### config.mk
export PLATFORM = sky130hd
export DESIGN_NAME = hiolp_mod
export DESIGN_NICKNAME = d
export VERILOG_FILES = /design/src/hw/rtl/hiolp_pkg.sv /design/src/hw/rtl/hiolp_mod.sv
export SDC_FILE = /design/constraint.sdc
export NUM_CORES = 1
export LEC_CHECK = 0
export ABC_AREA = 1
export BUFFER_PORTS_ARGS = -buffer_cell sky130_fd_sc_hd__buf_2
export CAP_MARGIN = 0
export CORE_MARGIN = 10
export CORE_UTILIZATION = 45
export CTS_CLUSTER_SIZE = 16
export DETAILED_ROUTE_END_ITERATION = 10
export GPL_TIMING_DRIVEN = 0
export PLACE_DENSITY = 0.68
export SLEW_MARGIN = 25
export SYNTH_ARGS = -nofsm -noshare
export SYNTH_HDL_FRONTEND = slang
export SYNTH_SLANG_ARGS = --single-unit
export TNS_END_PERCENT = 1
### constraint.sdc
create_clock -name i_clk -period 4.5 [get_ports i_clk]
set_input_delay 0.9 -clock i_clk [delete_from_list [all_inputs] [get_ports i_clk]]
set_output_delay 0.9 -clock i_clk [all_outputs]
set_load 0.01 [all_outputs]
### src/hw/rtl/hiolp_pkg.sv
// ============================================================================
// hiolp_pkg
// Types and constants shared by the linear-probe hash table modules.
// ============================================================================
`timescale 1ns / 1ps

package hiolp_pkg;

    localparam int KEY_W        = 64;
    localparam int NUM_W        = 64;
    localparam int CAPACITY_DEF = 1024;

    // Key bits folded into the remainder per cycle of the modulo unit.
    localparam int MOD_STEP   = 4;
    localparam int MOD_CYCLES = KEY_W / MOD_STEP;
    localparam int MOD_CNT_W  = $clog2(MOD_CYCLES);

    typedef struct packed {
        logic [KEY_W-1:0]        key;
        logic signed [NUM_W-1:0] number_in;
    } t_req;

    typedef struct packed {
        logic                    found;
        logic signed [NUM_W-1:0] number_out;
        logic                    full_res;
    } t_res;

    typedef struct packed {
        logic [KEY_W-1:0] key;
        logic [NUM_W-1:0] number;
    } t_slot;

    typedef enum logic [2:0] {
        S_CLEAR,
        S_IDLE,
        S_MOD,
        S_READ,
        S_CHECK
    } t_state;

endpackage

### src/hw/rtl/hiolp_mod.sv
// ============================================================================
// hiolp_mod
// Iterative key modulo capacity, MOD_STEP key bits per cycle.
// ============================================================================
`timescale 1ns / 1ps

module hiolp_mod #(
    parameter int CAPACITY = hiolp_pkg::CAPACITY_DEF
) (
    input  logic                          i_clk,
    input  logic                          i_rst_n,
    input  logic                          i_start,
    input  logic [hiolp_pkg::KEY_W-1:0]   i_key,
    output logic                          o_done,
    output logic [$clog2(CAPACITY)-1:0]   o_rem
);

    import hiolp_pkg::*;

    localparam int AW = $clog2(CAPACITY);
    localparam int RW = AW + 3;
    localparam int IW = $clog2(KEY_W);

    // Weight of each key bit modulo capacity, bit 0 first.
    function automatic logic [KEY_W-1:0][AW-1:0] weight_table();
        logic [KEY_W-1:0][AW-1:0] tab;
        longint unsigned          w;
        w = 64'd1;
        for (int b = 0; b < KEY_W; b++) begin
            tab[b] = AW'(w);
            w      = (w * 64'd2) % 64'(CAPACITY);
        end
        return tab;
    endfunction

    localparam logic [KEY_W-1:0][AW-1:0] WEIGHTS = weight_table();
    localparam logic [RW-1:0] CAP_1 = RW'(CAPACITY);
    localparam logic [RW-1:0] CAP_2 = RW'(2 * CAPACITY);
    localparam logic [RW-1:0] CAP_4 = RW'(4 * CAPACITY);

    logic [KEY_W-1:0]     r_shift, n_shift;
    logic [AW-1:0]        r_rem,   n_rem;
    logic [MOD_CNT_W-1:0] r_cnt,   n_cnt;
    logic                 r_busy,  n_busy;
    logic                 r_done,  n_done;
    logic [IW-1:0]        w_base;
    logic [RW-1:0]        w_sum;

    // The low key bits of this cycle add their weights to the running
    // remainder. The sum stays below five times capacity, so three compare
    // and subtract steps bring it back under capacity.
    always_comb begin
        w_base = IW'(r_cnt) * IW'(MOD_STEP);
        w_sum  = RW'(r_rem);
        for (int j = 0; j < MOD_STEP; j++) begin
            if (r_shift[j]) begin
                w_sum = w_sum + RW'(WEIGHTS[w_base + IW'(j)]);
            end
        end
        if (w_sum >= CAP_4) begin
            w_sum = w_sum - CAP_4;
        end
        if (w_sum >= CAP_2) begin
            w_sum = w_sum - CAP_2;
        end
        if (w_sum >= CAP_1) begin
            w_sum = w_sum - CAP_1;
        end
    end

    always_comb begin
        n_shift = r_shift;
        n_rem   = r_rem;
        n_cnt   = r_cnt;
        n_busy  = r_busy;
        n_done  = 1'b0;
        if (i_start) begin
            n_shift = i_key;
            n_rem   = '0;
            n_cnt   = '0;
            n_busy  = 1'b1;
        end else if (r_busy) begin
            n_shift = r_shift >> MOD_STEP;
            n_rem   = w_sum[AW-1:0];
            n_cnt   = r_cnt + 1'b1;
            if (r_cnt == MOD_CNT_W'(MOD_CYCLES - 1)) begin
                n_busy = 1'b0;
                n_done = 1'b1;
            end
        end
    end

    always_ff @(posedge i_clk) begin
        if (!i_rst_n) begin
            r_busy <= 1'b0;
            r_done <= 1'b0;
            r_cnt  <= '0;
        end else begin
            r_busy <= n_busy;
            r_done <= n_done;
            r_cnt  <= n_cnt;
        end
        r_shift <= n_shift;
        r_rem   <= n_rem;
    end

    assign o_done = r_done;
    assign o_rem  = r_rem;

endmodule

Word-level counts from Yosys, hierarchy flattened:

Memories as Yosys holds them, arrays and structs flattened. A register that Yosys moved wholly into a read port is not among the register bits.
Cells that the tools add are included.

* bits in registers: 80
* ROM bits: 2080
* bits of input ports: 67
* output and inout port bits: 11
* memories: 4

Memory list
* (no name shown): depth 64, bits a word 10, read ports 1, clocked after Yosys merged registers in 0, wr ports 0, RTL line hiolp_mod.sv:57 `w_sum = w_sum + RW'(WEIGHTS[w_base + IW'(j)]);`
* (no name shown): depth 64, bits a word 10, read ports 1, clocked after Yosys merged registers in 0, wr ports 0, RTL line hiolp_mod.sv:57
* (no name shown): depth 64, bits a word 10, read ports 1, clocked after Yosys merged registers in 0, wr ports 0, RTL line hiolp_mod.sv:57
* (no name shown): depth 16, bits a word 10, read ports 1, clocked after Yosys merged registers in 1, wr ports 0, RTL line hiolp_mod.sv:57

* add/subtract/negate cells: 11
* order comparisons: 7
* equality and inequality tests: 1
* muxes and demuxes: 19
* bitwise operators: 2
* reduce and logical (&&, ||, !) cells: 3

Operator list (number)
* $mux 64: 2
* $mux 13: 5
* $mux 10: 5
* $add 13x10->13: 3
* $lt 6x7->1 const B: 4
* $ge 13x11->1 const B: 1
* $ge 13x12->1 const B: 1
* $ge 13x13->1 const B: 1
* $sub 13x12->13 const B: 1
* $sub 13x13->13 const B: 1
* $add 6x2->6 const B: 2
* $add 10x10->11: 1
* $mux 11: 1
* $sub 10x1->10 const B: 1
* $mux 4: 2
* $add 6x1->6 const B: 1
* $add 4x1->4 const B: 1
* $eq 4x4->1 const B: 1
* $mux 1: 4
* $reduce_or 3->1: 1
* $not 1->1: 2
* $reduce_bool 2->1: 1
* $reduce_or 2->1: 1

Depth between registers and ports, before layout:

Gate-level depths: netlist (run 1).

* depth in word-level cells: 16
* mapped depth: 29
* depth with buffers taken out: 29

Least setup slack after synthesis (run 1):

Ideal clock, no wire load.

* kind: reg2reg
* from: register r_rem[4], in the netlist o_rem[4]
* to: register r_rem[8], in the netlist o_rem[8]
* library setup time: 113 ps
* arrival: 3290 ps
* data required time: 4387 ps
* path slack: 1096 ps
* cell stages (with the launch flop): 28
* period minus slack after synthesis: 3404 ps
* cells stage by stage: dfxtp_1 ha_1 nand2_1 inv_1 nand2_2 nand2_4 xor2_2 ha_1 nand2_1 o21ai_2 xnor2_1 clkinv_1 ha_1 nand2_1 nor2_1 nand2_1 nand2_2 nand2_1 nand2_1 inv_2 ha_1 inv_1 nor2_1 nand2_1 nand2_1 nand3b_1 nand3_1 nand2_1

* word-level cells in the longest chain between the ends: 14
* elaborated cells between the ends (all ways): 17

RTL lines
* start, declared: RTL line hiolp_mod.sv:42 `logic [AW-1:0] r_rem, n_rem;`
* start signal, assigned: RTL line hiolp_mod.sv:104 `r_rem <= n_rem;`
* $add 10x10->11: RTL line hiolp_mod.sv:57
* $mux 11 (*): RTL line hiolp_mod.sv:56 `if (r_shift[j]) begin`
* $add 13x10->13: RTL line hiolp_mod.sv:57
* $mux 13 (*): RTL line hiolp_mod.sv:56
* $add 13x10->13: RTL line hiolp_mod.sv:57
* $mux 13 (*): RTL line hiolp_mod.sv:56
* $add 13x10->13: RTL line hiolp_mod.sv:57
* $mux 13 (*): RTL line hiolp_mod.sv:56
* $sub 13x13->13 or $ge 13x13->1 (tied branches): RTL line hiolp_mod.sv:61, hiolp_mod.sv:60
* $mux 13 (*): RTL line hiolp_mod.sv:60 `if (w_sum >= CAP_4) begin`
* $sub 13x12->13 or $ge 13x12->1 (tied branches): RTL line hiolp_mod.sv:64, hiolp_mod.sv:63
* $mux 13 (*): RTL line hiolp_mod.sv:63 `if (w_sum >= CAP_2) begin`
* $ge 13x11->1 or $sub 10x1->10 (tied branches): RTL line hiolp_mod.sv:66, hiolp_mod.sv:67
* $mux 10 (*): RTL line hiolp_mod.sv:66 `if (w_sum >= CAP_1) begin`

Mark *: on every way between the ends. The rest lies on a longest branch, timed or not.
A chain may end at the register's enable or synchronous reset.

Worst setup path in the final report (run 1):

* from: register r_rem[0], in the netlist o_rem[0]
* to: register r_rem[8], in the netlist o_rem[8]

The elaborated chain is that of the path after synthesis.

==> results of run 1 <==
[tightest hold or removal path: stages (launching register included)]
cell and delay (ns):
dfxtp_1 0.33, o21ai_0 0.07, a21oi_1 0.06
[metal layers]
| metal | vias to the layer above | wire length [um] | share of wire (%) |
|---|---|---|---|
| li1 | 2022 | - | - |
| met1 | 1751 | 4580 | 45 |
| met2 | 88 | 5010 | 49 |
| met3 | 11 | 570 | 5.5 |
| met4 | 0 | 127 | 1.2 |
| met5 | - | 0 | 0 |
[cell families (layout without fill, tap and decap cells)]
| logic type | after synthesis | after routing | synth area share, % |
|---|---|---|---|
| and+or+nand+nor | 378 | 378 | 34.6 |
| DFF | 83 | 83 | 49.9 |
| buffers and inverters | 77 | 170 | 6.75 |
| AOI/OAI and AO/OA | 25 | 25 | 3.06 |
| adders and majority gates | 17 | 17 | 4.61 |
| xor gates and xnor gates | 4 | 4 | 1.08 |
[through the flow]
step / instance area [um2] / hold WS, ns / setup WS (ns) / power (mW) / std cells
after floorplan: 4620 / 0.470 / 1.10 / 1.12 / 584
after global placement: 5160 / 0.486 / 0.800 / 1.20 / 793
after detailed placement: 5190 / 0.493 / 0.758 / 1.21 / 794
after CTS: 5380 / 0.511 / 0.733 / 1.74 / 810
after global routing: 5380 / 0.538 / 0.388 / 1.81 / 810
final: 5380 / 0.503 / 0.732 / 1.72 / 810
[layout make-up]
cell class	instances	area, um2	share of cell area (%)
Timing Repair Buffer	77	408	7.58
Clock inverter	7	66.3	1.23
Clock buffer	9	124	2.30
Inverter	58	220	4.09
Tap cell	133	166	3.09
Buffer	19	93.8	1.74
Multi-Input combinational cell	424	2000	37.2
Sequential cell	83	2300	42.8
[cell usage after synthesis (3+ instances only)]
| master | n | area [um2] |
|---|---|---|
| a21oi_1 | 5 | 25.0 |
| clkbuf_1 | 14 | 52.6 |
| dfxtp_1 | 19 | 380 |
| edfxtp_1 | 64 | 1920 |
| ha_1 | 17 | 213 |
| inv_1 | 52 | 195 |
| inv_2 | 4 | 15.0 |
| nand2_1 | 279 | 1050 |
| nand2_2 | 17 | 106 |
| nand3_1 | 27 | 135 |
| nand3_2 | 5 | 50.1 |
| nand3b_1 | 3 | 22.5 |
| nand4_1 | 3 | 18.8 |
| nor2_1 | 29 | 109 |
| nor2_4 | 3 | 33.8 |
| nor3_1 | 6 | 30.0 |
| o21ai_0 | 10 | 50.1 |
| o22ai_1 | 5 | 31.3 |
[power breakdown]
| part | internal, mW | switching (mW) | total (mW) |
|---|---|---|---|
| logic | 0.0963 | 0.160 | 0.257 |
| registers | 0.907 | 0.0273 | 0.935 |
| clock network | 0.254 | 0.277 | 0.531 |
| total | 1.26 | 0.465 | 1.72 |
[flip-flops by register name, indices dropped and copies added, names as in the netlist, named ones only]
signal,count
o_done,1
o_rem,10
r_cnt,4
r_busy,1
r_shift,64
[path summary, 6_finish.rpt]
path         slack (ns)      from        to
max                0.73  o_rem[0]  o_rem[8]
min                0.50  o_rem[0]  o_rem[0]
max reg2reg        0.73  o_rem[0]  o_rem[8]
min reg2reg        0.50  o_rem[0]  o_rem[0]
==> qor.csv, run 1 <==
metric,value,unit
status,"complete, no violations",
r2r_cells,27,
core,9860,um2
crit_family,adder cells,
path_depth,27,
cts_buffer_depth,2,
clock_latency,0.36,ns
vdd_drop_max,219,uV
clkTransAtPathRegs,0.09,ns
numCtsBuffers,9,
leakagePower,2.63,nW
htree_levels,3,
seq_area_frac_synth,49.9,%
synth.distinct_cells,33,
min_period_over_period,83.7,%
totalNegativeSetupSlack,0,ns
grt_overflow,0,
viasPerCell,4.78,
met2_usage,24.4,%
place_congestion,0.874,
grtUsageMet1,16.5,%
cts_tree,yes,
drt_iter0_markers,191,
hold_class,flop to flop,
area_growth_syn_to_layout,16.6,%
worst-path-max-fanout,4,
port_buffers,76,
worstMarginPinSlew,0.616,ns
die_y,121,um
dpl.hpwl,7.87,mm
fin_nets,756,
ys_ff_latch,83,
first_global_vias,3981,
power_density,320,nW/um2
rows,36,
async_flop_share,0,%
relSlewSlack,58.8,%
finalCriticalPeriod,3.77,ns
die_w,121,um
drt-wirelength-per-cell,12.7,um
path_class,flop to flop,
synth_area,4620,um2
grt_busiest_layer,met2,
hold_buffers,0,
synth_cells,584,
fin_skew,0.0101,ns
n_antenna_cell,0,
finalHoldViolations,0,
syn-num-nets,668,
fillers,953,
ys.flop_type,edfxtp_1,
route.detailed.drc,0,
post_cts_buffers,0,
crit_buf_inv,3,
grtUsageTotal,14.2,%
grt_pass1_wl,17.3,mm
timing.fmax,0.265,GHz
critPathLaunchType,flop,
synth_edf_count,64,
worst_path_most_repeated_cell,nand2_1,
met3_usage,4.19,%
endpoint_kind,flop,
crit_arrival,4.02,ns
final_common_cell,nand2_1,
num_vias,3872,
layout_common_cells,"279 x nand2_1, 77 x buf_2, 64 x edfxtp_1",
rsz0062_at_grt,false,
antenna_found_initial,0,
dieArea,14700,um2
critPathMaxStageDelay,0.33,ns
cap_violations,0,
cts_sinks,83,
io_pins,78,
slowest_stage,dfxtp_1,
cts-root-buf,clkbuf_8,
final_core_util,54.6,%
crit_required,4.76,ns
ctsResizeCount,0,
ant_nets,0,
grt_max_degree,47,
syn_area_per_cell,7.90,um2
drive_gt1_share,19.2,%
drt-total-wl,10.3,mm
drv_slew,0,
start_util,46.8,%
drtPass1Iterations,4,
min_path_cells,2,
synth_warnings,0,
setup_violations,0,
No activity file was read; power rests on OpenSTA's default activity.
==> inputs of run 2 (changes only) <==
ABC_AREA = 0   (was 1)
clock period = 3.63 ns   (was 4.5 ns; I/O delays follow)
==> run 2 against run 1 <==
Sequential share of layout area is 1.5 points lower. Critical path type unchanged. Core utilization is 2.7 points higher. Largest power group unchanged. The run now ends with negative setup slack left. Final cell count is 25% lower. Combinational power is 65% higher.
==> qor.csv, run 2 <==
metric,value,unit,change
n_antenna_cell,0,,unchanged
synth_edf_count,64,,unchanged
synth.top_cells.by_count,"64 x edfxtp_1, 63 x mux2_2, 33 x nand2_1",,
synthTopCellsByArea,"edfxtp_1 42%, mux2_2 16%, dfxtp_1 8.4%",,
vdd_drop_max,223,uV,+1.8%
regMostFlops,r_shift,,
reg2reg_slack,-0.26,ns,-0.99 ns
layout_common_cells,"76 x buf_2, 64 x edfxtp_1, 63 x mux2_2",,
cp-endpoint,o_rem[9],,
yosysTopAreaCell,edfxtp_1,,
crit_required,3.85,ns,-0.91 ns
synth_area,4530,um2,-1.8%
port_buffers,76,,unchanged
setup_violations,4,,+4
clock_latency,0.35,ns,about the same
path_class,flop to flop,,
drive_gt1_share,45.0,%,+26 points
rsz0062_at_grt,true,,
critPathMaxStageDelay,0.54,ns,+0.21 ns
cts-root-buf,clkbuf_8,,
grt_pass1_wl,16.7,mm,-3.5%
power_density,399,nW/um2,+25%
async_flop_share,0,%,unchanged
drt_iter0_markers,198,,+3.7%
largest_reg_flops,64,,unchanged
drtPass1Iterations,4,,unchanged
min_period_over_period,107,%,+23 points
io_pins,78,,unchanged
numCtsBuffers,9,,unchanged
r2r-start,o_rem[4],,
failed_checks,negative setup slack,,
antenna_found_initial,2,,+2
die_w,120,um,-0.75%
place_congestion,0.863,,-1.3%
worst_slack,-0.260,ns,-0.992 ns
cap_violations,0,,unchanged
leakagePower,2.12,nW,-19%
start_util,46.4,%,-0.41 points
cts_sinks,83,,unchanged
critPathLaunchType,flop,,
ys_ff_latch,83,,unchanged
die_y,120,um,-0.75%
ant_nets,0,,unchanged
synth_cells,362,,-38%
finalHoldViolations,0,,unchanged
grtUsageTotal,14.1,%,-0.15 points
startpoint,o_rem[4],,
fin_skew,0.00806,ns,-0.00207 ns
dieArea,14500,um2,-1.5%
status,"finished, violations left",,
drv_slew,0,,unchanged
synth_warnings,0,,unchanged
grt_max_degree,51,,+8.5%
synth_most_common_cell,edfxtp_1,,
seq_area_frac_synth,50.8,%,+0.91 points
dpl.hpwl,7.54,mm,-4.2%
drt-wirelength-per-cell,17.2,um,+36%
htree_levels,3,,unchanged
cts_buffer_depth,2,,unchanged
slowest_stage,or4_4,,
relSlewSlack,61.0,%,+2.2 points
grt_overflow,0,,unchanged
final_common_cell,buf_2,,
worst-path-max-fanout,5,,+1
clkTransAtPathRegs,0.08,ns,about the same
crit_chain,ha_4 > nand3_4 > o21ai_4 > xor2_2 > ha_1 > o21a_1 > nand4_1 > nand2_1 > xnor2_1 > ha_1 > buf_4 > buf_4 > or4_4 > a31oi_4 > a41o_1 > a311o_1 > o221ai_2,,
timing.fmax,0.257,GHz,-3.1%
num_vias,3245,,-16%
cts_tree,yes,,
synth.distinct_cells,59,,+79%
worstMarginPinSlew,0.583,ns,-0.0333 ns
r2r_cells,17,,-37%
finalCriticalPeriod,3.89,ns,+0.122 ns
final_core_util,57.2,%,+2.7 points
ys.flop_type,edfxtp_1,,
rows,36,,unchanged
hold_class,flop to flop,,
first_global_vias,3313,,-17%
totalNegativeSetupSlack,-0.646,ns,-0.646 ns
fin_nets,555,,-27%
r2r-end,o_rem[9],,
viasPerCell,5.33,,+11%
syn_area_per_cell,12.5,um2,+58%
drt-total-wl,10.5,mm,+2.0%
area_growth_syn_to_layout,23.4,%,
crit_arrival,4.11,ns,+0.09 ns
synth_top_area_share,42.4,%,+0.76 points
core,9770,um2,-0.91%
syn-num-nets,446,,-33%
endpoint_kind,flop,,
route.detailed.drc,0,,unchanged
run 2: worst min-delay path by stage:
stage               endpoint  cells past startpoint     start  slack (ns)
floorplan             o_done                      2  r_cnt[3]        0.45
global placement      o_done                      2  r_cnt[3]        0.48
detailed placement  o_rem[0]                      2  o_rem[0]        0.48
CTS                 o_rem[0]                      2  o_rem[0]        0.49
global route          o_done                      2  r_cnt[3]        0.52
finish              o_rem[0]                      2  o_rem[0]        0.50
run 2: logic make-up after synthesis:
logic type / count (synthesis) / synth area share (%)
AND/OR/NAND/NOR: 96 / 11.5
flip-flops: 83 / 50.8
multiplexers: 68 / 16.8
AO/OA/AOI/OAI: 51 / 8.92
buffers and inverters: 26 / 2.57
XOR/XNOR: 21 / 4.80
adder cells (fa/ha/maj): 17 / 4.69
run 2: what timing repair did:
item,4_1_cts,5_1_grt
resized for setup,1,16
hold buffers,0,0
setup endpoints to repair,3,6
pin swaps,9,7
buffers inserted,16,5
run 2: worst max-delay path, delay by kind of cell, from the launching register on:
kind,cells,cell delay (ns)
compound gates,6,1.06
fa+ha+maj,3,0.89
simple gates,4,0.83
flops,1,0.37
xor+xnor,2,0.33
buf+inv,2,0.29
run 2: stage by stage:
stage | cell area (um2) | setup WS (ns) | hold slack (ns) | std cells | power [mW]
4_1_cts | 5470 | -0.125 | 0.492 | 604 | 2.23
3_3_place_gp | 5120 | -0.351 | 0.477 | 571 | 1.56
6_report | 5590 | -0.260 | 0.495 | 609 | 2.23
5_1_grt | 5590 | -0.374 | 0.515 | 609 | 2.34
3_5_place_dp | 5150 | -0.418 | 0.477 | 572 | 1.58
2_1_floorplan | 4580 | -0.0184 | 0.452 | 362 | 1.45
run 2: layer usage:
layer / share of wire, % / GRT usage, % / vias to the layer above
met5: 0.17 / 0 / -
met4: 0.48 / 4.52 / 2
met3: 6.7 / 4.65 / 6
met2: 49 / 22.6 / 97
met1: 44 / 17.5 / 1557
li1: - / - / 1583
run 2: layout make-up:
cell class	count	area [um2]
timing repair buffer	98	566
sequential	83	2310
fill	821	4180
tap	133	166
clock inverter	5	53.8
inverter	8	30.0
clock buffer	11	131
multi-input combinational	253	2250
buffer	18	90.1
run 2: power breakdown:
group          leakage [nW]  internal (mW)  total (mW)  switching, mW
registers             0.803           1.13        1.17         0.0407
clock network        0.0870          0.315       0.640          0.325
logic                  1.23          0.206       0.423          0.217
total                  2.12           1.65        2.23          0.582
