**src/hw/rtl/hiolp_ram.sv**
```systemverilog
// ============================================================================
// hiolp_ram
// Generic single-write, single-read RAM with a registered read port.
// ============================================================================
`timescale 1ns / 1ps

module hiolp_ram #(
    parameter int WIDTH = 8,
    parameter int DEPTH = 16
) (
    input  logic                     i_clk,
    input  logic                     i_we,
    input  logic [$clog2(DEPTH)-1:0] i_waddr,
    input  logic [WIDTH-1:0]         i_wdata,
    input  logic [$clog2(DEPTH)-1:0] i_raddr,
    output logic [WIDTH-1:0]         o_rdata
);

    logic [WIDTH-1:0] r_mem [DEPTH];
    logic [WIDTH-1:0] r_rdata;

    always_ff @(posedge i_clk) begin
        if (i_we) begin
            r_mem[i_waddr] <= i_wdata;
        end
        r_rdata <= r_mem[i_raddr];
    end

    assign o_rdata = r_rdata;

endmodule

```
**config.mk**
```make
export PLATFORM = sky130hd
export DESIGN_NAME = hiolp_ram
export DESIGN_NICKNAME = d
export VERILOG_FILES = /design/src/hw/rtl/hiolp_ram.sv
export SDC_FILE = /design/constraint.sdc
export NUM_CORES = 1
export LEC_CHECK = 0
export ABC_AREA = 1
export BUFFER_PORTS_ARGS = -buffer_cell sky130_fd_sc_hd__buf_2
export CAP_MARGIN = 10
export CORE_MARGIN = 1.5
export CORE_UTILIZATION = 45
export CTS_BUF_LIST = sky130_fd_sc_hd__clkbuf_8
export DETAILED_ROUTE_END_ITERATION = 7
export SLEW_MARGIN = 20
export SYNTH_ARGS = -nofsm -noshare
export SYNTH_HDL_FRONTEND = slang
export SYNTH_SLANG_ARGS = --single-unit
export TNS_END_PERCENT = 10
```
**constraint.sdc**
```tcl
create_clock -name i_clk -period 1.1 [get_ports i_clk]
set_input_delay 0.11 -clock i_clk [delete_from_list [all_inputs] [get_ports i_clk]]
set_output_delay 0.11 -clock i_clk [all_outputs]
set_load 0.01 [all_outputs]
```
# After elaboration in Yosys (flattened, before gate mapping)
# Memories as Yosys holds them, arrays and structs flattened. A register that Yosys moved wholly into a read port is not among the register bits.
# Cells that the tools add are included.
[totals]
elab_cells = 3
register_bits = 0
ramBits = 128
n_memories = 1
[memory_table]
columns = ["name", "depth", "width", "read_ports", "rd_clocked_by_memory_dff", "wr", "line_no", "rtl"]
rows = [
  ["r_mem", 16, 8, 1, 1, 1, "19", "logic [WIDTH-1:0] r_mem [DEPTH];"],
]
[op_classes]
muxes = 2
[ops]
columns = ["op", "n"]
rows = [
  ["two-way mux 1 bit", 2],
]

# Longest topological paths before layout
# Gate-level depths: netlist (run 1).
[logic_depth]
ltp_word = 2
ltp_mapped = 8

# Worst setup path before layout (run 1)
# OpenSTA, ideal clock, no wires.
[synth_timing]
path_type = "input to register"
startpoint = "input i_waddr[3]"
endpoint = "memory r_mem[4][0], enable pin"
setup_slack_ps = 39
path_stages = 2
t_arrival_ps = 691
required_time_ps = 730
setup_ps = 370
path_cell_list = "nand3b_1 > nor2_1"
[synth_lines]
columns = ["element", "line_no", "rtl"]
rows = [
  ["start: declaration", "13", "input logic [$clog2(DEPTH)-1:0] i_waddr,"],
  ["end: declaration", "19", ""],
]
# No word-level cell before the write port.

# Worst setup path after layout (run 1)
[layout_timing]
startpoint = "register r_rdata[2] (netlist: o_rdata[2]) (read register of r_mem)"
endpoint = "output o_rdata[2]"
[layout_lines]
columns = ["element", "line_no", "rtl"]
rows = [
  ["start: declaration", "20", "logic [WIDTH-1:0] r_rdata;"],
  ["end: declaration", "16", "output logic [WIDTH-1:0] o_rdata"],
]
# No word-level cell between the ends.

==> results of run 1 <==
## kinds of logic after synthesis
kind of cell | synth area share [%]
buffers and inverters | 9.525
flip-flops | 69.43
AND/OR/NAND/NOR | 21.05
## layout make-up
class	instances	share of cell area, %
sequential	136	60.18
inverter	102	5.755
timing repair buffer	59	6.846
clock buffer	17	3.517
clock inverter	12	2.069
tap	172	3.235
multi-input combinational	289	18.39
## what timing repair did
| action | 4_1_cts | 5_1_grt |
|---|---|---|
| buffers inserted | 0 | 0 |
| endpoints found under the setup margin | 0 | 2 |
| resized for setup | 0 | 2 |
## state kept, by name (all words and copies together) (netlist names)
register,flops
r_mem,128
o_rdata,8
## cells in the final DEF, fill, tap and decap left out
cell type	instances
buf_12	6
buf_2	25
buf_4	28
bufinv_16	3
clkbuf_8	17
clkinv_1	3
clkinv_2	2
clkinvlp_4	3
dfxtp_1	8
edfxtp_1	128
inv_1	101
inv_2	2
nand2_1	173
nand3_1	95
nand3_2	2
nand3b_1	2
nor2_1	17
## routing by layer
metal	vias to the layer above	global-route usage [%]	wire (um)
met5	-	0	0
met4	0	8.943	308
met3	18	4.774	924
met2	163	31.18	6001
met1	1751	30.54	5687
li1	1873	-	-
## per-stage QoR
step | hold WS (ns) | cell area (um2) | std cells
6_report | 0.05959 | 6653 | 787
5_1_grt | 0.04034 | 6653 | 787
4_1_cts | 0.03462 | 6643 | 787
3_5_place_dp | 0.5005 | 6271 | 758
3_3_place_gp | 0.5016 | 6271 | 758
2_1_floorplan | 0.2089 | 5767 | 551
## power breakdown
| group | internal [mW] | switching [mW] |
|---|---|---|
| clock network | 2.16 | 1.79 |
| registers | 5.79 | 0.0311 |
| logic | 0.256 | 0.514 |
## worst max-delay path by stage
stage,from,end,cells past startpoint
finish,o_rdata[2],o_rdata[2],1
floorplan,i_waddr[3],r_mem[4][0],2
global route,o_rdata[2],o_rdata[2],1
detailed placement,i_raddr[0],o_rdata[7],7
CTS,o_rdata[2],o_rdata[2],1
global placement,i_raddr[0],o_rdata[4],7
==> impl.org, run 1 <==
** Drt
- Wires add up to ~13,000 um.
- Once detail routing completed, the nets flagged for antenna violations numbered 0.
- In the routed design, unresolved DRC markers number 0.
- Number of optimization iterations in the first detailed-route pass :: 5
- Violation count after the first detailed-route iteration :: 289
- Summing over every cut layer, the via total after detailed routing is roughly 3,800.
- Wire length per cell after detailed routing :: about 16 um
- Vias per Instance :: a little under 5

** Synthesis
- Top cells by area in the synthesized netlist :: edfxtp_1 (67%), nand2_1 (11%), nand3_1 (8.4%)
- Mean post-synth cell area :: around 10 um2
- Fraction of the yosys area taken by sequential cells :: 69.43%
- Number of distinct library cells after synthesis :: 12
- Netlist area before placement :: just under 6000 um2
- Counting flops with an async set or reset pin after synthesis yields a share of 0%.
- Cell taking the most area after synthesis :: edfxtp_1
- Ranking of synthesized cells by instance count :: nand2_1 (173), edfxtp_1 (128), inv_1 (100)
- Number of instances in the synthesized netlist :: between 500 and 600
- Count of warnings emitted by yosys :: 0
- Yosys mapped a number of flops with a built-in enable equal to 128.
- Share of the synthesized area in the top cell type :: approximately 67%
- Most frequent cell after synthesis :: nand2_1
- Top FF cell, synth :: edfxtp_1
- Net count of the mapped netlist :: 569
- Number of flip-flops and latches in the synthesized netlist :: 136

** Global route
- Total track usage :: a little over a fifth
- The first global-routing pass estimated between 20,000 and 25,000 um of wire.
- The total overflow left after global routing is 0.
- The initial antenna violation count is 0.
- Pin count of the biggest net entering global routing :: 64
- Number of global-route vias before repair :: 3,615

** CTS
- CTS placed an instance of clkbuf_8 at the clock tree root.
- The longest clock path from root to sink contains 2 buffers.
- In this run, post-CTS hold repair placed 0 buffers.
- The clock net in this run drives a total of roughly 140 sinks.
- TritonCTS built the clock tree.
- Counting the buffers created by CTS gives 17.
- Later-pin clock latency in the skew report :: 0.42 ns
- Clock-pin slew reported for the worst setup and hold paths after clock tree synthesis :: 0.07 ns
- Maximum level of the CTS H-tree :: 4

** Critical path
- Data arrival time of the worst path :: 0.92 ns
- Buffer and inverter count on the worst path :: 1
- At the worst endpoint, the required time is ~1 ns.
- CP Class :: reg -> out
- Critical Path End Type :: primary output
- The worst setup path is launched from a flip-flop.
- Of all nets on the critical path, the largest fanout is 1.
- The signal on the critical path passes through buf_2.
- The cell family contributing the most delay on the critical path is flip-flops.
- In this run the register-to-register setup slack is ~0.11 ns.
- FF-to-FF End :: o_rdata[0]
- The largest single stage delay on the critical path is between 0.3 and 0.4 ns.
- Worst R2R Start :: r_mem[2][0]
- The number of cells on the worst reg-to-reg path is 6.
- Library cell contributing the largest single delay on the critical path :: dfxtp_1

** Worst hold path
- Endpoint of the worst hold-timing path :: o_rdata[3]
- Launch point of the worst hold path :: i_raddr[3]
- Instance count along the most critical hold path :: 3
- The min-delay analysis places its worst path in the category in -> reg.

** Run
- The tool flagged a number of max-cap violations equal to 0.

** STA
- At the pin with the least slew margin, the transition time is ~0.37 ns.
- Setup repair after global routing left no endpoint under its margin.
- Based on the critical path, the design can be clocked at up to a little under 1000 MHz.
- Final setup vio count :: 0
- Slew headroom :: between 70% and 80%
- Number of max-slew violations in the final report :: 0
- Final Worst Setup Slack :: between 0.06 and 0.07 ns
- Post-route fraction of the period consumed by the critical path :: approximately 94%
- Setup total negative slack on the finished layout was measured at 0 ns.
- Counting I/O delays and the setup requirement, the final critical path takes slightly above 1 ns.
- The number of endpoints with negative hold slack in the final report was 0.
- Maximum clock skew at final layout :: roughly 0.0074 ns

** Power and ir drop
- Peak VDD IR :: 0.7779 mV
- Power spread over the standard cell area amounts to approximately 1600 nW/um2.
- Summed over all cells, the static leakage comes to approximately 2.9 nW.
- PnR Total Power :: around 11 mW

** Final layout
- Fill cells in the final layout number around 1,100.
- Sequential cell area :: 4004 um2
- The repair_antennas step left the layout with diodes totalling 0.
- The multi-input combinational cells in the finished layout cover a total of 1224 um2.
- Final-stage net count :: just over 600
- Once layout is complete, the utilization of the core stands at 52.93%.
- Area overhead of the layout relative to synthesis :: 15.36%
- Fraction of layout instances using a drive strength above 1 :: between 10 and 15%

** Outcome
- Status :: complete, no violations

** Floorplan
- IO Pins :: 26
- Core region area :: between 10,000 and 15,000 um2
- Initial cell density of the core :: a little under half
- The die covers ~14,000 um2.
- Rows :: 41
- In this run the horizontal extent of the chip is 116.2 um.
- Measured along the y axis, the die boundary spans 116.2 um.

** Placed design
- At the end of routability-driven placement, the weighted congestion stood at slightly above 0.8.
- HPWL reported at the end of detailed placement :: between 8000 and 9000 um
- Timing analysis after detailed placement gives a worst setup slack of -0.08198 ns.
- In this run the tool buffered the top-level ports with 25 buffer cells.
(Power assumes the default switching activity.)
==> run 2: changes to the inputs <==
--- a/config.mk
+++ b/config.mk
@@ -8,7 +8,7 @@
 export ABC_AREA = 1
 export BUFFER_PORTS_ARGS = -buffer_cell sky130_fd_sc_hd__buf_2
 export CAP_MARGIN = 10
-export CORE_MARGIN = 1.5
+export CORE_MARGIN = 3
 export CORE_UTILIZATION = 45
 export CTS_BUF_LIST = sky130_fd_sc_hd__clkbuf_8
 export DETAILED_ROUTE_END_ITERATION = 7
==> run 2 against run 1 <==
Against the previous run:
- sequential power is essentially flat
- largest power group unchanged
- sequential share of layout area grew 0.28 points
- worst hold slack lost 0.026 ns
- critical path depth is the same
- critical path type unchanged
==> impl.org, run 2 (synthesis gave the netlist of run 1 again) <==
** Floorplan
- The die height is 119.2 um (+2.6%).
- Core region area :: 12,260 um2 (-2.4%)
- Area of the die :: 14,210 um2 (+5.2%)
- IO Pins :: 26 (unchanged)
- Initial cell density of the core :: 47.03% (+1.1 points)
- Rows :: 40 (-2.4%)
- The horizontal die dimension came to 119.2 um (+2.6%).

** Drt
- Post-Route WL :: 12,910 um (about the same)
- Number of optimization iterations in the first detailed-route pass :: 5 (unchanged)
- DRC violations left :: 0 (unchanged)
- The average via count per standard cell came to 4.768 (-1.4%).
- The final antenna-violating net count is 0 (unchanged).
- The number of violations reported at the end of detailed-routing iteration 0 came to 232 (-20%).
- The detailed-route wire length per cell came to 16.49 um (+0.45%).
- The number of vias after detailed routing was 3,733 (-1.9%).

** Critical path
- First element of the critical path :: o_rdata[2]
- The worst setup path is launched from a flip-flop.
- Family of cells with the greatest summed delay on the critical path :: flip-flops
- The data arrival time of the worst path is 0.94 ns (+0.02 ns).
- The worst-path maximum fanout was 1 (unchanged).
- Critical Path End Type :: primary output
- The stage delay of the slowest cell on the critical path came to 0.36 ns (about the same).
- Worst R2R Start :: r_mem[11][4]
- Buffer and inverter count on the worst path :: 1 (unchanged)
- The required time of the worst setup path came to 0.99 ns (about the same).
- The critical path in this run is classified as reg -> out.
- On the critical path, the stage with the largest delay is an instance of dfxtp_2.
- The critical path goes through buf_2.

** STA
- The post-route clock skew came to 0.008909 ns (+0.001487 ns).
- Setup repair after global routing left no endpoint under its margin.
- The headroom to the max-slew limit was 74.81% (-0.54 points).
- The final number of max-transition violations is 0 (unchanged).
- The transition time at the pin with the least slew margin was 0.3779 ns (+0.008150 ns).
- The hold slack was 0.03347 ns (-0.02611 ns).
- Hold Vio Cnt, Final :: 0 (unchanged)
- The total of endpoints with negative setup slack in the final report was 0 (unchanged).
- The final critical-path required period is 1.046 ns (+0.01386 ns).
- The period utilization came to 95.07% (+1.3 points).
- Fmax achieved :: 956.2 MHz (-1.3%)

** Global route
- Number of global-route vias before repair :: 3,568 (-1.3%)
- First-pass GRT wire length :: 19,950 um (-2.9%)
- The overflow left after global routing came to 0 (unchanged).
- The initial antenna violation count was 0 (unchanged).
- Total track usage :: 19.27% (-1.9 points)
- Pin count of the biggest net entering global routing :: 65 (+1.6%)

** Placed design
- Inst Count DP :: 751 (-0.92%)
- HPWL reported at the end of detailed placement :: 8140 um (+1.5%)
- Placement-stage cell area :: 6231 um2 (-0.64%)
- The final weighted congestion of routability-driven global placement came to 0.7895 (-5.0%).
- The number of buffer cells added on primary ports is 25 (unchanged).

** Final layout
- Ranked by flip-flop count, first place goes to r_mem.
- Layout Cells excl Fill :: 783 (-0.51%)
- Final core occ :: 54.07% (+1.1 points)
- Final-stage net count :: 620 (-0.48%)
- Post-route cell area :: 6630 um2 (-0.34%)
- Commonest cells after routing, fill and taps aside :: nand2_1 (173), edfxtp_1 (128), inv_1 (107), nand3_1 (97), buf_4 (26)
- Inserted Diodes :: 0 (unchanged)
- Area overhead of the layout relative to synthesis :: 14.97%
- Fraction of layout instances using a drive strength above 1 :: 14.15% (-0.16 points)
- Leading cell type in the layout, fill and taps excluded :: nand2_1
- Largest register FFs :: 128 (unchanged)

** CTS
- The tree is rooted in a clkbuf_8.
- CTS tree :: done
- The number of buffers created by CTS was 17 (unchanged).
- Number of sinks handled by clock tree synthesis :: 136 (unchanged)
- Maximum level of the CTS H-tree :: 4 (unchanged)
- Later-pin clock latency in the skew report :: 0.45 ns (+0.03 ns)
- The hold buffer count at cts was 0 (unchanged).
- Clock buffer depth :: 2 (unchanged)
- Clock-pin slew reported for the worst setup and hold paths after clock tree synthesis :: 0.07 ns (about the same)

** Power and ir drop
- The overall power was 10.58 mW (+0.38%).
- The leakage power figure came to 2.925 nW (+0.68%).
- Total power density per cell area :: 1595 nW/um2 (+0.72%)
- Peak VDD IR :: 0.7742 mV (-0.48%)

** Worst hold path
- The min-delay analysis places its worst path in the category in -> reg.
- Launch point of the worst hold path :: i_raddr[2]

** Run
- The count of maximum capacitance violations is 0 (unchanged).

** Outcome
- The run finished with clean final reports.
run 2: cell count changes in the layout (fill, tap and decap cells not counted), moves of 2 or more:
cell / delta
inv_1: +6
nand3_1: +2
clkinvlp_4: -3
clkbuf_8: +5
nand3_2: -2
dfxtp_1: -4
clkinv_1: -3
dfxtp_2: +4
buf_4: -2
run 2: power breakdown:
part / leakage [nW] / switching [mW] / internal [mW]
Sequential: 1.22 / 0.0427 / 5.79
Combinational: 1.47 / 0.506 / 0.248
Clock: 0.228 / 1.73 / 2.26
run 2: final cells by class:
| cell class | count | area, um2 |
|---|---|---|
| multi-input combinational | 289 | 1214 |
| timing repair buffer | 56 | 420.4 |
| clock inverter | 10 | 91.34 |
| clock buffer | 22 | 302.8 |
| fill | 1097 | 5632 |
| tap | 168 | 210.2 |
| inverter | 102 | 382.9 |
| sequential | 136 | 4009 |
run 2: what timing repair did:
action                     in CTS  in global routing
setup endpoints to repair       4                  0
gates resized for setup         4                  0
buffers inserted                0                  0
run 2: layer usage:
metal  global-route usage (%)  wire length [um]  vias up
met5                        0                 0        -
met4                    7.314               235        0
met3                    4.179               592       21
met2                    31.54              6386       94
met1                    25.23              5698     1751
li1                         -                 -     1867
run 2: worst paths after layout:
path / endpoint / slack (ns) / depth (start not counted)
worst max register to register: o_rdata[4] / 0.09 / 6
worst min register to register: o_rdata[1] / 0.67 / 6
worst min-delay path: o_rdata[3] / 0.03 / 4
worst max-delay path: o_rdata[2] / 0.05 / 1
run 2: worst reg2reg max path, stage by stage, from the launching register on:
cell	delay, ns
edfxtp_1	0.36
inv_1	0.06
nand2_1	0.04
nand3_1	0.09
nand3_1	0.11
nand3_1	0.18
nand2_1	0.07
run 2: stage by stage:
step                worst slack (ns)  setup TNS [ns]
CTS                          0.01432               0
global route                0.008272               0
global placement             -0.1400          -1.033
floorplan                    0.03916               0
detailed placement           -0.1463          -2.300
finish                       0.05421               0
==> run 3: changes to the inputs <==
--- a/config.mk
+++ b/config.mk
@@ -12,6 +12,7 @@
 export CORE_UTILIZATION = 45
 export CTS_BUF_LIST = sky130_fd_sc_hd__clkbuf_8
 export DETAILED_ROUTE_END_ITERATION = 7
+export GPL_TIMING_DRIVEN = 0
 export SLEW_MARGIN = 20
 export SYNTH_ARGS = -nofsm -noshare
 export SYNTH_HDL_FRONTEND = slang
==> run 3 against run 2 <==
Against the previous run:
- the run now ends with negative setup slack left
- first-iteration DRC count up 40%
- sequential power about the same
- global-route usage up 1.9 points
- design area down 2.0%
- critical endpoint is now r_mem[4][7]
- clock skew down 0.0016 ns
- highest routed layer unchanged
==> impl.org, run 3 (synthesis gave the netlist of run 1 again) <==
** Global route
- Initial antenna violation count :: 0 (unchanged)
- The wire length of the first global-routing pass came to 21,800 um (+9.3%).
- GR Overflow Total :: 0 (unchanged)
- The via count of the first global-routing pass is 3,747 (+5.0%).
- Pin count of the biggest net entering global routing :: 17 (-74%)
- The all-layer global routing usage was 21.13% (+1.9 points).

** Floorplan
- Rows :: 40 (unchanged)
- Initial cell density of the core :: 47.03% (unchanged)
- The die height came to 119.2 um (unchanged).
- IO Pins :: 26 (unchanged)
- Core region area :: 12,260 um2 (unchanged)
- X dimension of the die :: 119.2 um (unchanged)
- Area of the die :: 14,210 um2 (unchanged)

** CTS
- The clock-pin slew on the worst setup and hold paths came to 0.08 ns (about the same).
- Later-pin clock latency in the skew report :: 0.44 ns (about the same)
- The number of buffers inserted to repair setup after CTS was 0 (unchanged).
- Num CTS Buffers :: 17 (unchanged)
- The deepest clock path buffer count was 2 (unchanged).
- Clock tree synthesis selected as its root buffer the cell clkbuf_8.
- The total number of H-tree levels came to 4 (unchanged).
- Number of sinks handled by clock tree synthesis :: 136 (unchanged)
- TritonCTS built the clock tree.

** Critical path
- Worst R2R Start :: r_mem[11][2]
- By startpoint and endpoint, the worst setup path is classified as in -> reg.
- The critical path starts at i_waddr[3].
- The worst-path maximum fanout is 8 (+7).
- The required time of the worst setup path is 1.16 ns (+0.17 ns).
- The data arrival time of the worst path was 1.32 ns (+0.38 ns).
- The worst setup path is captured at a flip-flop.
- STA classifies the critical path startpoint as an input port.

** Placed design
- The post-placement cell area was 6087 um2 (-2.3%).
- Global placer's final weighted congestion :: 0.8710 (+10%)
- Number of buffers inserted by port buffering :: 22 (-12%)
- The HPWL after detailed placement was 9268 um (+14%).

** Final layout
- Commonest cells after routing, fill and taps aside :: nand2_1 (173), edfxtp_1 (128), inv_1 (102), nand3_1 (96), buf_2 (35)
- Largest register by flop count :: r_mem
- Area overhead of the layout relative to synthesis :: 12.67%
- The number of nets in the final layout is 610 (-1.6%).
- The library cell used most frequently in the layout, excluding fill and tap cells, is nand2_1.
- The antenna diode count was 0 (unchanged).
- The area of all placed cells without fillers was 6497 um2 (-2.0%).
- Fraction of layout instances using a drive strength above 1 :: 12.40% (-1.7 points)
- Largest register FFs :: 128 (unchanged)

** STA
- Shortest period the worst path allows :: 1.260 ns (+0.2138 ns)
- Setup repair after global routing could not meet its margin everywhere.
- The period utilization is 114.5% (+19 points).
- Number of max-slew violations in the final report :: 0 (unchanged)
- Setup tns final :: -3.625 ns (-3.625 ns)
- Final setup vio count :: 32 (+32)
- The transition time at the pin with the least slew margin is 1.069 ns (+0.6916 ns).
- The post-layout worst setup margin came to -0.1596 ns (-0.2138 ns).
- Maximum clock skew at final layout :: 0.007338 ns (-0.001570 ns)
- The number of endpoints with negative hold slack in the final report was 0 (unchanged).
- The maximum clock rate was 793.9 MHz (-17%).
- Slew headroom :: 28.44% (-46 points)
- Final hold slack :: 0.08404 ns (+0.05056 ns)

** Drt
- DR vias :: 3,905 (+4.6%)
- Violation count after the first detailed-route iteration :: 324 (+40%)
- The average via count per standard cell is 5.052 (+6.0%).
- The total iterations of the first detailed-routing run is 5 (unchanged).
- Wire length per cell after detailed routing :: 18.40 um (+12%)
- Post-Route WL :: 14,220 um (+10%)
- The post-detailed-route DRC marker count was 0 (unchanged).
- Detail Route Antenna Nets :: 0 (unchanged)

** Outcome
- Status :: finished with violations
- The final reports fail on negative setup slack.

** Power and ir drop
- Peak VDD IR :: 0.9445 mV (+22%)
- Total power density per cell area :: 1659 nW/um2 (+4.0%)
- The overall power was 10.78 mW (+1.9%).
- Leakage power total :: 2.825 nW (-3.4%)

** Run
- The count of maximum capacitance violations was 0 (unchanged).

** Worst hold path
- The startpoint identified for the worst hold timing path is i_wdata[2].
- Worst hold path type :: in -> reg
run 3: power by group:
group,internal (mW),switching (mW)
clock,2.39,1.80
sequential,5.79,0.0281
combinational,0.223,0.548
run 3: worst max-delay path, cell delays in order:
cell and delay [ns]:
buf_2 0.12, nand3b_1 0.24, nor2_1 0.85
run 3: path summary, 6_finish.rpt:
check / endpoint / slack (ns) / cells past startpoint
min: r_mem[3][2] / 0.08 / 1
max reg2reg: o_rdata[2] / 0.08 / 6
min reg2reg: o_rdata[3] / 0.71 / 6
max: r_mem[4][7] / -0.16 / 3
run 3: per-layer routing:
layer / share of wire (%) / routed length (um) / track usage [%] / up-vias
li1: - / - / - / 1853
met1: 43 / 6149 / 28.59 / 1877
met2: 46 / 6586 / 33.03 / 152
met3: 8.5 / 1215 / 5.413 / 23
met4: 1.9 / 269 / 7.893 / 0
met5: 0 / 0 / 0 / -
run 3: what timing repair did:
action                                  4_1_cts  5_1_grt
resized for setup                             0        3
endpoints found under the setup margin       32       49
endpoints found under the hold margin         0        0
hold buffers                                  0        0
run 3: through the flow:
step	util (%)	cells	setup slack [ns]
after floorplan	-	551	0.03916
after global placement	49.64	741	-0.5013
after detailed placement	49.64	741	-0.5967
after CTS	52.91	773	-0.1171
after global routing	52.99	773	-0.1844
final	52.99	773	-0.1596
run 3: final cells by class:
type | instances | area, um2
fill | 1096 | 5764
sequential | 136 | 4004
multi-input combinational | 289 | 1224
inverter | 102 | 382.9
clock buffer | 17 | 234.0
tap | 168 | 210.2
clock inverter | 15 | 166.4
buffer | 24 | 166.4
timing repair buffer | 22 | 110.1
